==> src/pse_pkg.sv <==
// Shared types and constants for the postfix stack evaluator.
// Token codes, status codes, the queued command format and beat widths.
// No dependencies.
`default_nettype none

package pse_pkg;

  // Default sizes for the top-level parameters
  localparam int STACK_DEPTH_DEF = 64;
  localparam int DATA_WIDTH_DEF  = 32;

  // Field widths fixed by the token and result formats
  localparam int FUNC_W   = 3;
  localparam int VALUE_W  = 32;
  localparam int DEPTH_W  = 7;
  localparam int STATUS_W = 3;
  localparam int IN_W     = 40;  // 35 bits of fields, padded to whole bytes
  localparam int OUT_W    = 48;  // 42 bits of fields, padded to whole bytes

  // Token kinds on the input
  localparam logic [FUNC_W-1:0] FUNC_PUSH = 3'd0;
  localparam logic [FUNC_W-1:0] FUNC_ADD  = 3'd1;
  localparam logic [FUNC_W-1:0] FUNC_SUB  = 3'd2;
  localparam logic [FUNC_W-1:0] FUNC_MUL  = 3'd3;
  localparam logic [FUNC_W-1:0] FUNC_DIV  = 3'd4;

  // Result status codes
  localparam logic [STATUS_W-1:0] STATUS_OK    = 3'd0;
  localparam logic [STATUS_W-1:0] STATUS_UNDER = 3'd1;
  localparam logic [STATUS_W-1:0] STATUS_OVER  = 3'd2;
  localparam logic [STATUS_W-1:0] STATUS_DIVZ  = 3'd3;
  localparam logic [STATUS_W-1:0] STATUS_BADOP = 3'd4;

  // Classified operation
  typedef enum logic [2:0] {
    OP_PUSH,
    OP_ADD,
    OP_SUB,
    OP_MUL,
    OP_DIV,
    OP_BAD
  } op_t;

  // Command queued between front and back
  typedef struct packed {
    op_t                op;
    logic [VALUE_W-1:0] value;
  } cmd_t;

  // Control toward the multiply/divide unit
  typedef struct packed {
    logic start;
    logic is_div;
  } md_ctl_t;

endpackage

`default_nettype wire

==> src/postfix_stack_evaluator.sv <==
// Postfix expression evaluator: top level joining front end and back end.
// Depends on pse_pkg, pse_front, pse_back.
//
// Usage:
//   s_* carries one token per beat: func selects push, add, subtract,
//   multiply or divide; operand_value is pushed for a push token.
//   m_* returns one result beat per token: the new top of stack (0 when the
//   stack is empty), the stack depth and a status (ok, underflow, overflow,
//   divide by zero, unsupported operator). On an error the stack is kept.
//   Each token passes from the queue through S_IDLE to S_FIN for a push, an
//   overflow, an underflow or an unsupported operator, also through S_READ
//   for add, subtract and divide by zero, and also through S_EXEC for
//   multiply and divide while the one-bit-per-cycle multiply/divide unit
//   runs. Tokens are carried out one at a time; a two-entry queue takes
//   tokens in while the back end works.
//   Reset (rst, synchronous) empties the stack and the queue and drops any
//   pending result. While m_tready is low the result beat holds; the back
//   end stops after finishing its token and the queue fills, then s_tready
//   falls.
`default_nettype none

module postfix_stack_evaluator
  import pse_pkg::*;
#(
  parameter int STACK_DEPTH = STACK_DEPTH_DEF,
  parameter int DATA_WIDTH  = DATA_WIDTH_DEF
) (
  input  wire logic             clk,
  input  wire logic             rst,
  input  wire logic             s_tvalid,
  output logic                  s_tready,
  input  wire logic [IN_W-1:0]  s_tdata,   // func [2:0], operand_value [34:3]
  output logic                  m_tvalid,
  input  wire logic             m_tready,
  output logic [OUT_W-1:0]      m_tdata    // top_value [31:0], stack_depth [38:32],
                                           // status [41:39]
);

  logic q_valid;
  logic q_ready;
  cmd_t q_cmd;

  pse_front u_front (
    .clk      (clk),
    .rst      (rst),
    .s_tvalid (s_tvalid),
    .s_tready (s_tready),
    .s_tdata  (s_tdata),
    .q_valid  (q_valid),
    .q_ready  (q_ready),
    .q_cmd    (q_cmd)
  );

  pse_back #(
    .STACK_DEPTH (STACK_DEPTH),
    .DATA_WIDTH  (DATA_WIDTH)
  ) u_back (
    .clk      (clk),
    .rst      (rst),
    .q_valid  (q_valid),
    .q_ready  (q_ready),
    .q_cmd    (q_cmd),
    .m_tvalid (m_tvalid),
    .m_tready (m_tready),
    .m_tdata  (m_tdata)
  );

endmodule

`default_nettype wire

==> src/pse_front.sv <==
// Front end: accepts token beats, classifies the token kind and queues commands.
// Two-entry queue toward the back end. Depends on pse_pkg.
`default_nettype none

module pse_front
  import pse_pkg::*;
(
  input  wire logic            clk,
  input  wire logic            rst,
  input  wire logic            s_tvalid,
  output logic                 s_tready,
  input  wire logic [IN_W-1:0] s_tdata,   // func [2:0], operand_value [34:3]
  output logic                 q_valid,
  input  wire logic            q_ready,
  output cmd_t                 q_cmd
);

  logic [1:0] count;
  logic       wr_ptr;
  logic       rd_ptr;
  cmd_t       slot [2];
  cmd_t       in_cmd;
  logic       push;
  logic       pop;

  // Classify the token kind
  always_comb begin
    in_cmd.value = s_tdata[FUNC_W +: VALUE_W];
    unique case (s_tdata[FUNC_W-1:0])
      FUNC_PUSH: in_cmd.op = OP_PUSH;
      FUNC_ADD:  in_cmd.op = OP_ADD;
      FUNC_SUB:  in_cmd.op = OP_SUB;
      FUNC_MUL:  in_cmd.op = OP_MUL;
      FUNC_DIV:  in_cmd.op = OP_DIV;
      default:   in_cmd.op = OP_BAD;
    endcase
  end

  assign s_tready = (count != 2'd2);
  assign q_valid  = (count != 2'd0);
  assign q_cmd    = slot[rd_ptr];
  assign push     = s_tvalid && s_tready;
  assign pop      = q_valid && q_ready;

  // Queue storage
  always_ff @(posedge clk) begin
    if (push) begin
      slot[wr_ptr] <= in_cmd;
    end
  end

  // Queue pointers and fill count
  always_ff @(posedge clk) begin
    if (rst) begin
      count  <= 2'd0;
      wr_ptr <= 1'b0;
      rd_ptr <= 1'b0;
    end else begin
      if (push) begin
        wr_ptr <= ~wr_ptr;
      end
      if (pop) begin
        rd_ptr <= ~rd_ptr;
      end
      unique case ({push, pop})
        2'b10:   count <= count + 2'd1;
        2'b01:   count <= count - 2'd1;
        default: count <= count;
      endcase
    end
  end

endmodule

`default_nettype wire

==> src/pse_muldiv.sv <==
// Iterative multiply and divide unit, one bit per cycle.
// Multiply keeps the low DATA_WIDTH bits; divide truncates toward zero.
// Depends on pse_pkg.
`default_nettype none

module pse_muldiv
  import pse_pkg::*;
#(
  parameter int DATA_WIDTH = DATA_WIDTH_DEF
) (
  input  wire logic                  clk,
  input  wire logic                  rst,
  input  wire md_ctl_t               ctl,
  input  wire logic [DATA_WIDTH-1:0] lhs,
  input  wire logic [DATA_WIDTH-1:0] rhs,
  output logic                       done,
  output logic [DATA_WIDTH-1:0]      result
);

  localparam int CNT_W = $clog2(DATA_WIDTH);

  localparam logic [1:0] P_IDLE = 2'd0;
  localparam logic [1:0] P_RUN  = 2'd1;
  localparam logic [1:0] P_SIGN = 2'd2;

  logic [1:0]            phase;
  logic [CNT_W-1:0]      cnt;
  logic                  is_div;
  logic                  neg;
  logic [DATA_WIDTH-1:0] acc;   // product, or partial remainder
  logic [DATA_WIDTH-1:0] opa;   // multiplicand, or dividend turning into quotient
  logic [DATA_WIDTH-1:0] opb;   // multiplier, or divisor magnitude
  logic [DATA_WIDTH-1:0] shifted;

  // Remainder shifted by one with the next dividend bit
  assign shifted = {acc[DATA_WIDTH-2:0], opa[DATA_WIDTH-1]};

  // Control
  always_ff @(posedge clk) begin
    if (rst) begin
      phase <= P_IDLE;
      done  <= 1'b0;
    end else begin
      done <= 1'b0;
      unique case (phase)
        P_IDLE: begin
          if (ctl.start) begin
            phase <= P_RUN;
          end
        end
        P_RUN: begin
          if (cnt == '0) begin
            phase <= P_SIGN;
          end
        end
        P_SIGN: begin
          done  <= 1'b1;
          phase <= P_IDLE;
        end
        default: phase <= P_IDLE;
      endcase
    end
  end

  // Datapath
  always_ff @(posedge clk) begin
    unique case (phase)
      P_IDLE: begin
        if (ctl.start) begin
          is_div <= ctl.is_div;
          cnt    <= CNT_W'(DATA_WIDTH - 1);
          acc    <= '0;
          neg    <= lhs[DATA_WIDTH-1] ^ rhs[DATA_WIDTH-1];
          if (ctl.is_div) begin
            opa <= lhs[DATA_WIDTH-1] ? -lhs : lhs;
            opb <= rhs[DATA_WIDTH-1] ? -rhs : rhs;
          end else begin
            opa <= lhs;
            opb <= rhs;
          end
        end
      end
      P_RUN: begin
        cnt <= cnt - CNT_W'(1);
        if (is_div) begin
          // restoring division step
          if (shifted >= opb) begin
            acc <= shifted - opb;
            opa <= {opa[DATA_WIDTH-2:0], 1'b1};
          end else begin
            acc <= shifted;
            opa <= {opa[DATA_WIDTH-2:0], 1'b0};
          end
        end else begin
          // shift-add multiply step
          if (opb[0]) begin
            acc <= acc + opa;
          end
          opa <= {opa[DATA_WIDTH-2:0], 1'b0};
          opb <= {1'b0, opb[DATA_WIDTH-1:1]};
        end
      end
      P_SIGN: begin
        if (is_div) begin
          result <= neg ? -opa : opa;
        end else begin
          result <= acc;
        end
      end
      default: begin
      end
    endcase
  end

endmodule

`default_nettype wire

==> src/pse_back.sv <==
// Back end: stack memory with a top-of-stack register, token sequencer and
// result register. Depends on pse_pkg and pse_muldiv.
`default_nettype none

module pse_back
  import pse_pkg::*;
#(
  parameter int STACK_DEPTH = STACK_DEPTH_DEF,
  parameter int DATA_WIDTH  = DATA_WIDTH_DEF
) (
  input  wire logic             clk,
  input  wire logic             rst,
  input  wire logic             q_valid,
  output logic                  q_ready,
  input  wire cmd_t             q_cmd,
  output logic                  m_tvalid,
  input  wire logic             m_tready,
  output logic [OUT_W-1:0]      m_tdata   // top_value [31:0], stack_depth [38:32],
                                          // status [41:39]
);

  localparam int CW = $clog2(STACK_DEPTH + 1);
  localparam int AW = $clog2(STACK_DEPTH);

  localparam logic [1:0] S_IDLE = 2'd0;
  localparam logic [1:0] S_READ = 2'd1;
  localparam logic [1:0] S_EXEC = 2'd2;
  localparam logic [1:0] S_FIN  = 2'd3;

  logic [1:0]            state;
  logic [CW-1:0]         depth;
  logic [DATA_WIDTH-1:0] tos;
  logic [DATA_WIDTH-1:0] mem [STACK_DEPTH];
  logic [DATA_WIDTH-1:0] rd_data;
  op_t                   op;
  logic [STATUS_W-1:0]   status;

  logic                  mem_we;
  logic [AW-1:0]         mem_waddr;
  logic [AW-1:0]         mem_raddr;
  logic [CW-1:0]         depth_m1;
  logic [CW-1:0]         depth_m2;
  logic signed [63:0]    in_ext;
  logic signed [63:0]    top_ext;
  logic [DATA_WIDTH-1:0] push_val;
  logic                  out_load;
  md_ctl_t               md_ctl;
  logic                  md_done;
  logic [DATA_WIDTH-1:0] md_result;

  // Entries below the top live in memory; the top lives in tos
  assign depth_m1  = depth - CW'(1);
  assign depth_m2  = depth - CW'(2);
  assign mem_waddr = depth_m1[AW-1:0];
  assign mem_raddr = depth_m2[AW-1:0];
  assign mem_we    = (state == S_IDLE) && q_valid && (q_cmd.op == OP_PUSH) &&
                     (depth != '0) && (depth != CW'(STACK_DEPTH));

  assign in_ext   = 64'(signed'(q_cmd.value));
  assign push_val = in_ext[DATA_WIDTH-1:0];
  assign top_ext  = 64'(signed'(tos));

  assign q_ready  = (state == S_IDLE);
  assign out_load = (state == S_FIN) && (!m_tvalid || m_tready);

  assign md_ctl.start  = (state == S_READ) && ((op == OP_MUL) ||
                         ((op == OP_DIV) && (tos != '0)));
  assign md_ctl.is_div = (op == OP_DIV);

  // Stack memory: spill on push, read second entry for operators
  always_ff @(posedge clk) begin
    if (mem_we) begin
      mem[mem_waddr] <= tos;
    end
    rd_data <= mem[mem_raddr];
  end

  pse_muldiv #(
    .DATA_WIDTH (DATA_WIDTH)
  ) u_muldiv (
    .clk    (clk),
    .rst    (rst),
    .ctl    (md_ctl),
    .lhs    (rd_data),
    .rhs    (tos),
    .done   (md_done),
    .result (md_result)
  );

  // Sequencer with depth counter
  always_ff @(posedge clk) begin
    if (rst) begin
      state <= S_IDLE;
      depth <= '0;
    end else begin
      unique case (state)
        S_IDLE: begin
          if (q_valid) begin
            op <= q_cmd.op;
            unique case (q_cmd.op)
              OP_PUSH: begin
                state <= S_FIN;
                if (depth == CW'(STACK_DEPTH)) begin
                  status <= STATUS_OVER;
                end else begin
                  status <= STATUS_OK;
                  tos    <= push_val;
                  depth  <= depth + CW'(1);
                end
              end
              OP_BAD: begin
                state  <= S_FIN;
                status <= STATUS_BADOP;
              end
              default: begin
                if (depth < CW'(2)) begin
                  state  <= S_FIN;
                  status <= STATUS_UNDER;
                end else begin
                  state <= S_READ;
                end
              end
            endcase
          end
        end
        S_READ: begin
          // left operand in rd_data, right operand in tos
          unique case (op)
            OP_ADD: begin
              tos    <= rd_data + tos;
              depth  <= depth_m1;
              status <= STATUS_OK;
              state  <= S_FIN;
            end
            OP_SUB: begin
              tos    <= rd_data - tos;
              depth  <= depth_m1;
              status <= STATUS_OK;
              state  <= S_FIN;
            end
            default: begin
              if ((op == OP_DIV) && (tos == '0)) begin
                status <= STATUS_DIVZ;
                state  <= S_FIN;
              end else begin
                state <= S_EXEC;
              end
            end
          endcase
        end
        S_EXEC: begin
          if (md_done) begin
            tos    <= md_result;
            depth  <= depth_m1;
            status <= STATUS_OK;
            state  <= S_FIN;
          end
        end
        S_FIN: begin
          if (out_load) begin
            state <= S_IDLE;
          end
        end
        default: state <= S_IDLE;
      endcase
    end
  end

  // Result register
  always_ff @(posedge clk) begin
    if (rst) begin
      m_tvalid <= 1'b0;
    end else if (out_load) begin
      m_tvalid <= 1'b1;
    end else if (m_tready) begin
      m_tvalid <= 1'b0;
    end
  end

  always_ff @(posedge clk) begin
    if (out_load) begin
      m_tdata <= {(OUT_W - VALUE_W - DEPTH_W - STATUS_W)'(0), status,
                  DEPTH_W'(depth),
                  (depth != '0) ? top_ext[VALUE_W-1:0] : VALUE_W'(0)};
    end
  end

endmodule

`default_nettype wire

==> config.mk <==
export PLATFORM = sky130hd
export DESIGN_NAME = postfix_stack_evaluator
export DESIGN_NICKNAME = d
export VERILOG_FILES = /design/src/pse_pkg.sv /design/src/postfix_stack_evaluator.sv /design/src/pse_front.sv /design/src/pse_muldiv.sv /design/src/pse_back.sv
export SDC_FILE = /design/constraint.sdc
export NUM_CORES = 2
export LEC_CHECK = 0
export BUFFER_PORTS_ARGS = -buffer_cell sky130_fd_sc_hd__clkbuf_2
export CAP_MARGIN = 0
export CORE_ASPECT_RATIO = 1.75
export CORE_MARGIN = 8
export CORE_UTILIZATION = 43
export CTS_CLUSTER_SIZE = 24
export DETAILED_ROUTE_END_ITERATION = 12
export PLACE_DENSITY = 0.62
export SETUP_SLACK_MARGIN = 0.02
export SYNTH_ARGS = -nofsm -noshare
export SYNTH_HDL_FRONTEND = slang
export SYNTH_SLANG_ARGS = --single-unit
==> constraint.sdc <==
create_clock -name clk -period 12.43 [get_ports clk]
set_input_delay 2.486 -clock clk [delete_from_list [all_inputs] [get_ports clk]]
set_output_delay 2.486 -clock clk [all_outputs]
set_load 0.03 [all_outputs]
Word-level counts from Yosys, hierarchy flattened
Memory sizes are Yosys's and may differ from the RTL's. A register that Yosys moved wholly into a read port is not among the register bits.
Index checks and enable logic that the tools add are counted.
- word-level logic and storage cells: 172
- bits in registers: 232
- memories kept: 2
- input bits: 44
- bits in writable memories: 2118
- output and inout bits: 50
- reduce and logical (&&, ||, !) cells: 37
- order comparisons: 2
- $add $sub $neg: 13
- bitwise gates (word level): 4
- mux-type cells: 62
- equality and inequality tests: 32
- memory list (memory ; depth ; bits a word ; rd ports ; clocked after Yosys merged registers in ; write ports ; RTL line ; source):
    u_back.mem ; 64 ; 32 ; 1 ; 1 ; 1 ; pse_back.sv:33 ; logic [DATA_WIDTH-1:0] mem [STACK_DEPTH];
    u_front.slot ; 2 ; 35 ; 1 ; 1 ; 1 ; pse_front.sv:21 ; cmd_t slot [2];
- operators by type and width (cell ; count):
    2-to-1 mux 32 bit ; 17
    case mux 32 bit (2 select lines) ; 4
    negator 32 bit ; 3
    case mux 32 bit (3 select lines) ; 1
    adder 32 bit ; 2
    subtractor 32 bit ; 2
    2-to-1 mux 7 bit ; 5
    >= comparator 32 bit ; 1
    logical NOT 32 bit ; 1
    nonzero test 32 bit ; 1
    case mux 7 bit (3 select lines) ; 1
    2-to-1 mux 2 bit ; 9
    2-to-1 mux 3 bit ; 5
    case mux 3 bit (5 select lines) ; 1
    == test 3 x 2 -> 1 bit, second input constant ; 4
    2-to-1 mux 1 bit ; 12
    inequality test 2 bit, second input constant ; 6
    AND reduction 3 bit ; 4
    AND reduction 6 bit ; 2
    case mux 5 bit (2 select lines) ; 1
    == test 3 bit, second input constant ; 3
    logical AND 1 bit ; 9
    inequality test 3 bit, second input constant ; 3
    case mux 3 bit (3 select lines) ; 1
    other kinds (31) ; 52

Depth between registers and ports, before layout
- depth after elaboration: 7
- depth in mapped cells: 18
- depth with buffers taken out: 17

By module
From an unflattened synthesis, not the netlist that was laid out.
- cells, all modules: 5198
- area total of the unflattened synthesis: 98927.4 um^2
- by module, submodules not included (module ; cells each ; times used ; area an instance (um^2) ; sequential area each (um^2)):
    pse_back ; 3757 ; 1 ; 84845.1 ; 64742.1
    pse_muldiv ; 1305 ; 1 ; 11325.9 ; 4113.9
    pse_front ; 136 ; 1 ; 2756.4 ; 2202.1

Worst setup path after synthesis
No wires, ideal clock.
- path kind: reg-to-reg
- start point: register u_back.tos[1]
- end point: register u_back.u_muldiv.opb[0] (enable)
- arrival time: 5.035 ns
- setup time: 0.392 ns
- cell stages (with the launch flop): 10
- required time: 12.038 ns
- period minus slack after synthesis: 5.427 ns
- path buffers: 0
- slack: 7.003 ns
- cell sequence: edfxtp_1 inv_1 ha_1 nand2_1 or4_4 nor4_4 a21boi_1 o21ai_1 a21oi_1 and2_1
- longest elaborated chain between the ends: 6
- ends and longest elaborated chain (what ; RTL line ; source):
    start: declaration ; pse_back.sv:32 ; logic [DATA_WIDTH-1:0] tos;
    start signal: assignment ; pse_back.sv:107 ; tos <= push_val;
    start signal: assignment ; pse_back.sv:130 ; tos <= rd_data + tos;
    start signal: assignment ; pse_back.sv:136 ; tos <= rd_data - tos;
    nonzero test 32 bit ; pse_back.sv:67 ; ((op == OP_DIV) && (tos != '0)));
    logical AND 1 bit ; pse_back.sv:67 ;
    logical OR 1 bit ; pse_back.sv:66 ; assign md_ctl.start = (state == S_READ) && ((op == OP_MUL) ||
    logical AND 1 bit ; pse_back.sv:66 ;
    inequality test 2 x 1 -> 1 bit (no line) ; n/a ;
    AND reduction 3 bit (no line) ; n/a ;
    end signal: assignment ; pse_muldiv.sv:76 ; opb <= rhs[DATA_WIDTH-1] ? -rhs : rhs;
    end signal: assignment ; pse_muldiv.sv:79 ; opb <= rhs;
    end signal: assignment ; pse_muldiv.sv:100 ; opb <= {1'b0, opb[DATA_WIDTH-1:1]};
    end: declaration ; pse_muldiv.sv:32 ; logic [DATA_WIDTH-1:0] opb;
No other way between the ends.
A chain may end at the register's enable or synchronous reset.

Worst setup path after layout
- start point: register u_back.tos[1]
- end point: register u_back.tos[23], data pin
- longest elaborated chain between the ends: 3
- elaborated cells on any way between the ends: 4
- classes of those cells: 2 x add/sub; 2 x mux
- ends and longest elaborated chain (what ; RTL line ; source):
    subtractor 32 bit / adder 32 bit (equally long branches) ; pse_back.sv:136, pse_back.sv:130 ;
    case mux 32 bit (2 select lines) * ; pse_back.sv:128 ; unique case (op)
    case mux 32 bit (3 select lines) * ; pse_back.sv:96 ; unique case (state)
Mark *: on every way between the ends. The rest lies on a longest branch, timed or not.

==> reports/metrics.cfg <==
[run_status]
outcome=completed

[timing]
tightest_slew_ps=1246
final-hold-violation-count=0
finalSetupTns_ps=0
max_freq_ghz=0.1734
drv_slew=0
relSlewSlack_pct=16.95
rsz0062_at_grt=no
setup_viol=0
finalCritPeriodShare_pct=46.39
skew_ps=38.20
layout_min_cycle_time_ps=5766

[clock_network]
clock_latency_ps=860
post_cts.resized_instances=0
cts_tree=done
ctsHoldBuffers=0
clk_pin_slew_ps=70
cts_made_buffers=206
cts_num_sinks=2383
root_buffer=clkbuf_16
clockBufferDepth=4
postCtsSetupRepairBufs=0
htree_levels=4

[floorplan]
rows=232
core_um2=228200
ios=94
dieWidth_um=377.9
dieArea_um2=245400
start_util_pct=43.20
die_y_um=649.4

[synthesis]
synth_cells=5137
synth.area.top_cells=edfxtp_1 (71%), mux4_2 (15%), ha_1 (1.4%)
yosys.area.top_type_share_pct=71.07
yosysTopAreaCell=edfxtp_1
synthDistinctLibCells=87
synth_edf_count=2333
async_flop_share_pct=0
postSynthAreaPerCell_um2=19.19
yosys_warnings=0
synth-seq-cells=2383
synth_area_um2=98570
ys.flop_type=edfxtp_1
synth_seq_area_share_pct=72.09

[placement]
dpl-instance-area_um2=103600
routabilityCongestion=0.9623
dpl.hpwl_mm=160.0
portBuffers=82

[flow_run]
cap_violations=0

[grt]
grt_start_max_net_pins=145
met3_usage_pct=1.969
use_met2_pct=39.67
track_usage_pct=21.05
antenna_found_initial=7
grt_pass1_wl_mm=374.4
grt-ovfl-total=0
top_usage_layer=met2
grt_pass1_vias=52270
met1_usage_pct=23.69

[finish]
layout_common_cells=edfxtp_1 (2,333), mux4_2 (658), nand2_1 (224), clkbuf_16 (212), a21oi_1 (196)
post-route-cell-area_um2=110200
layout.nets=5483
area_growth_pct=11.78
final-seq-area_um2=71070
fillers=18740
drive_gt1_share_pct=23.70
final_common_cell=edfxtp_1
multi_input_area_um2=26780

[critical_path]
worstPathMaxFanout=66
worstPathRequired_ps=13010
path_class=flip-flop to flip-flop
r2r_start=u_back.tos[1]$_DFFE_PP_
cp.arrival_ps=6340
reg2reg_to=u_back.tos[23]$_DFFE_PP_
r2r_slack_ps=6660
critPathCaptureType=flip-flop
rr_worst_depth=15
crit_path_start_kind=flip-flop

[drt]
drt_first_pass_iters=6
wl_per_cell_um=30.75
drc=0
vias=50050
drt-initial-drc-count=4716
drt_wl_total_mm=262.4
viasPerCell=5.866
drtAntennaViolNets=0

[min_path]
min-delay-start=u_back.status[0]$_DFFE_PP_
hold_end=u_back.m_tdata[39]$_DFFE_PP_
whs_path_depth=0
hold_path.class=flip-flop to flip-flop

[power_and_ir_drop]
p_per_area_nw_per_um2=225.0
power_leakage_nw=34.13
ir_drop_uv=358.2

registers in the layout, summed over array words and instances (netlist names), 2 cells and up, named ones only:
signal and cells:
u_back.u_muldiv.opb 32, u_back.u_muldiv.opa 32, u_front.slot 70, u_back.status 3, u_back.depth 7, u_back.mem 2048, u_back.m_tdata 42, u_back.tos 32
u_back.u_muldiv.result 32, u_front.count 2, u_back.rd_data 32, u_back.u_muldiv.phase 2, u_back.u_muldiv.acc 32, u_back.state 2, u_back.u_muldiv.cnt 5, u_back.op 3
report_power, final:
part	leakage (nW)	switching, mW	internal (mW)	total, mW
clock	3.20	2.85	3.55	6.40
sequential	21.4	0.334	9.71	10.0
combinational	9.49	5.07	3.28	8.34
total	34.1	8.25	16.5	24.8
cell type report:
class / instances / share of cell area (%)
Sequential cell: 2383 / 64.50
Multi-Input combinational cell: 2425 / 24.30
Clock buffer: 271 / 5.134
Tap cell: 3042 / 3.454
Timing Repair Buffer: 237 / 1.519
Clock inverter: 95 / 0.8267
Inverter: 74 / 0.2521
Antenna cell: 5 / 0.01136
cell families (layout without fill, tap and decap cells):
group	count (synthesis)	in the layout	synth area share [%]
xor gates and xnor gates	211	211	1.882
and+or+nand+nor	758	758	3.609
buffers and inverters	334	677	1.385
muxes	720	720	15.67
DFF	2383	2383	72.09
adders and majority gates	112	112	1.445
other	1	11	0.003804
AOI/OAI and AO/OA	618	618	3.913
how the worst max path moves through the flow:
stage / start / endpoint / slack [ps]
final: u_back.tos[1]$_DFFE_PP_ / u_back.tos[23]$_DFFE_PP_ / 6660
after global routing: u_back.depth[1]$_SDFFE_PP0P_ / u_back.rd_data[8]$_DFF_P_ / 6500
after CTS: u_back.depth[1]$_SDFFE_PP0P_ / u_back.rd_data[8]$_DFF_P_ / 6680
after detailed placement: u_back.depth[1]$_SDFFE_PP0P_ / u_back.rd_data[8]$_DFF_P_ / 6740
after global placement: u_back.depth[1]$_SDFFE_PP0P_ / u_back.rd_data[8]$_DFF_P_ / 6710
after floorplan: u_back.tos[1]$_DFFE_PP_ / u_back.u_muldiv.opb[0]$_DFFE_PP_ / 7000
worst max-delay path: stages, from the launching register on:
cell and delay [ps]:
edfxtp_1 340, buf_4 530, inv_1 280, ha_1 380, nand2_1 350, o21ai_0 160, xor2_1 190, ha_1 370
a2111oi_0 750, a211o_1 290, nand2_1 180, a211oi_1 430, o21ai_0 410, a21oi_1 280, xor2_1 390, o21ai_0 140
cells in the mapped netlist, types with 16 or more instances:
cell type and number:
edfxtp_1 2333, mux4_2 658, nor2_1 253, nand2_1 224, a21oi_1 197, clkbuf_1 163, o21ai_0 155, xnor2_1 114
ha_1 109, xor2_1 96, inv_1 73, buf_2 65, nor2b_1 57, mux2i_1 54, dfxtp_1 50, a21o_1 44
nand3_1 39, nor3_1 35, a211oi_1 33, a31oi_1 32, buf_1 25, o21a_1 23, and2_1 22, a221oi_1 21
nand2b_1 21, nor4_1 18, and3_1 16, o31ai_1 16
through the flow:
stage / util, % / hold WS, ps / total power [mW] / setup slack [ps] / cells
floorplan: - / 400.3 / 15.63 / 7003 / 5142
CTS: 48.29 / 429.8 / 24.96 / 6678 / 8527
global route: 48.29 / 437.8 / 25.71 / 6496 / 8528
global placement: 45.41 / 408.7 / 18.46 / 6710 / 8161
detailed placement: 45.41 / 412.6 / 18.59 / 6743 / 8161
finish: 48.29 / 426.3 / 24.79 / 6664 / 8532
layer usage:
| layer | vias to the layer above | part of all wire (%) |
|---|---|---|
| met5 | - | 0.0050 |
| met4 | 2 | 5.8 |
| met2 | 1552 | 55 |
| met3 | 515 | 4.2 |
| met1 | 26670 | 35 |
| li1 | 21310 | - |
(Power assumes the default switching activity.)
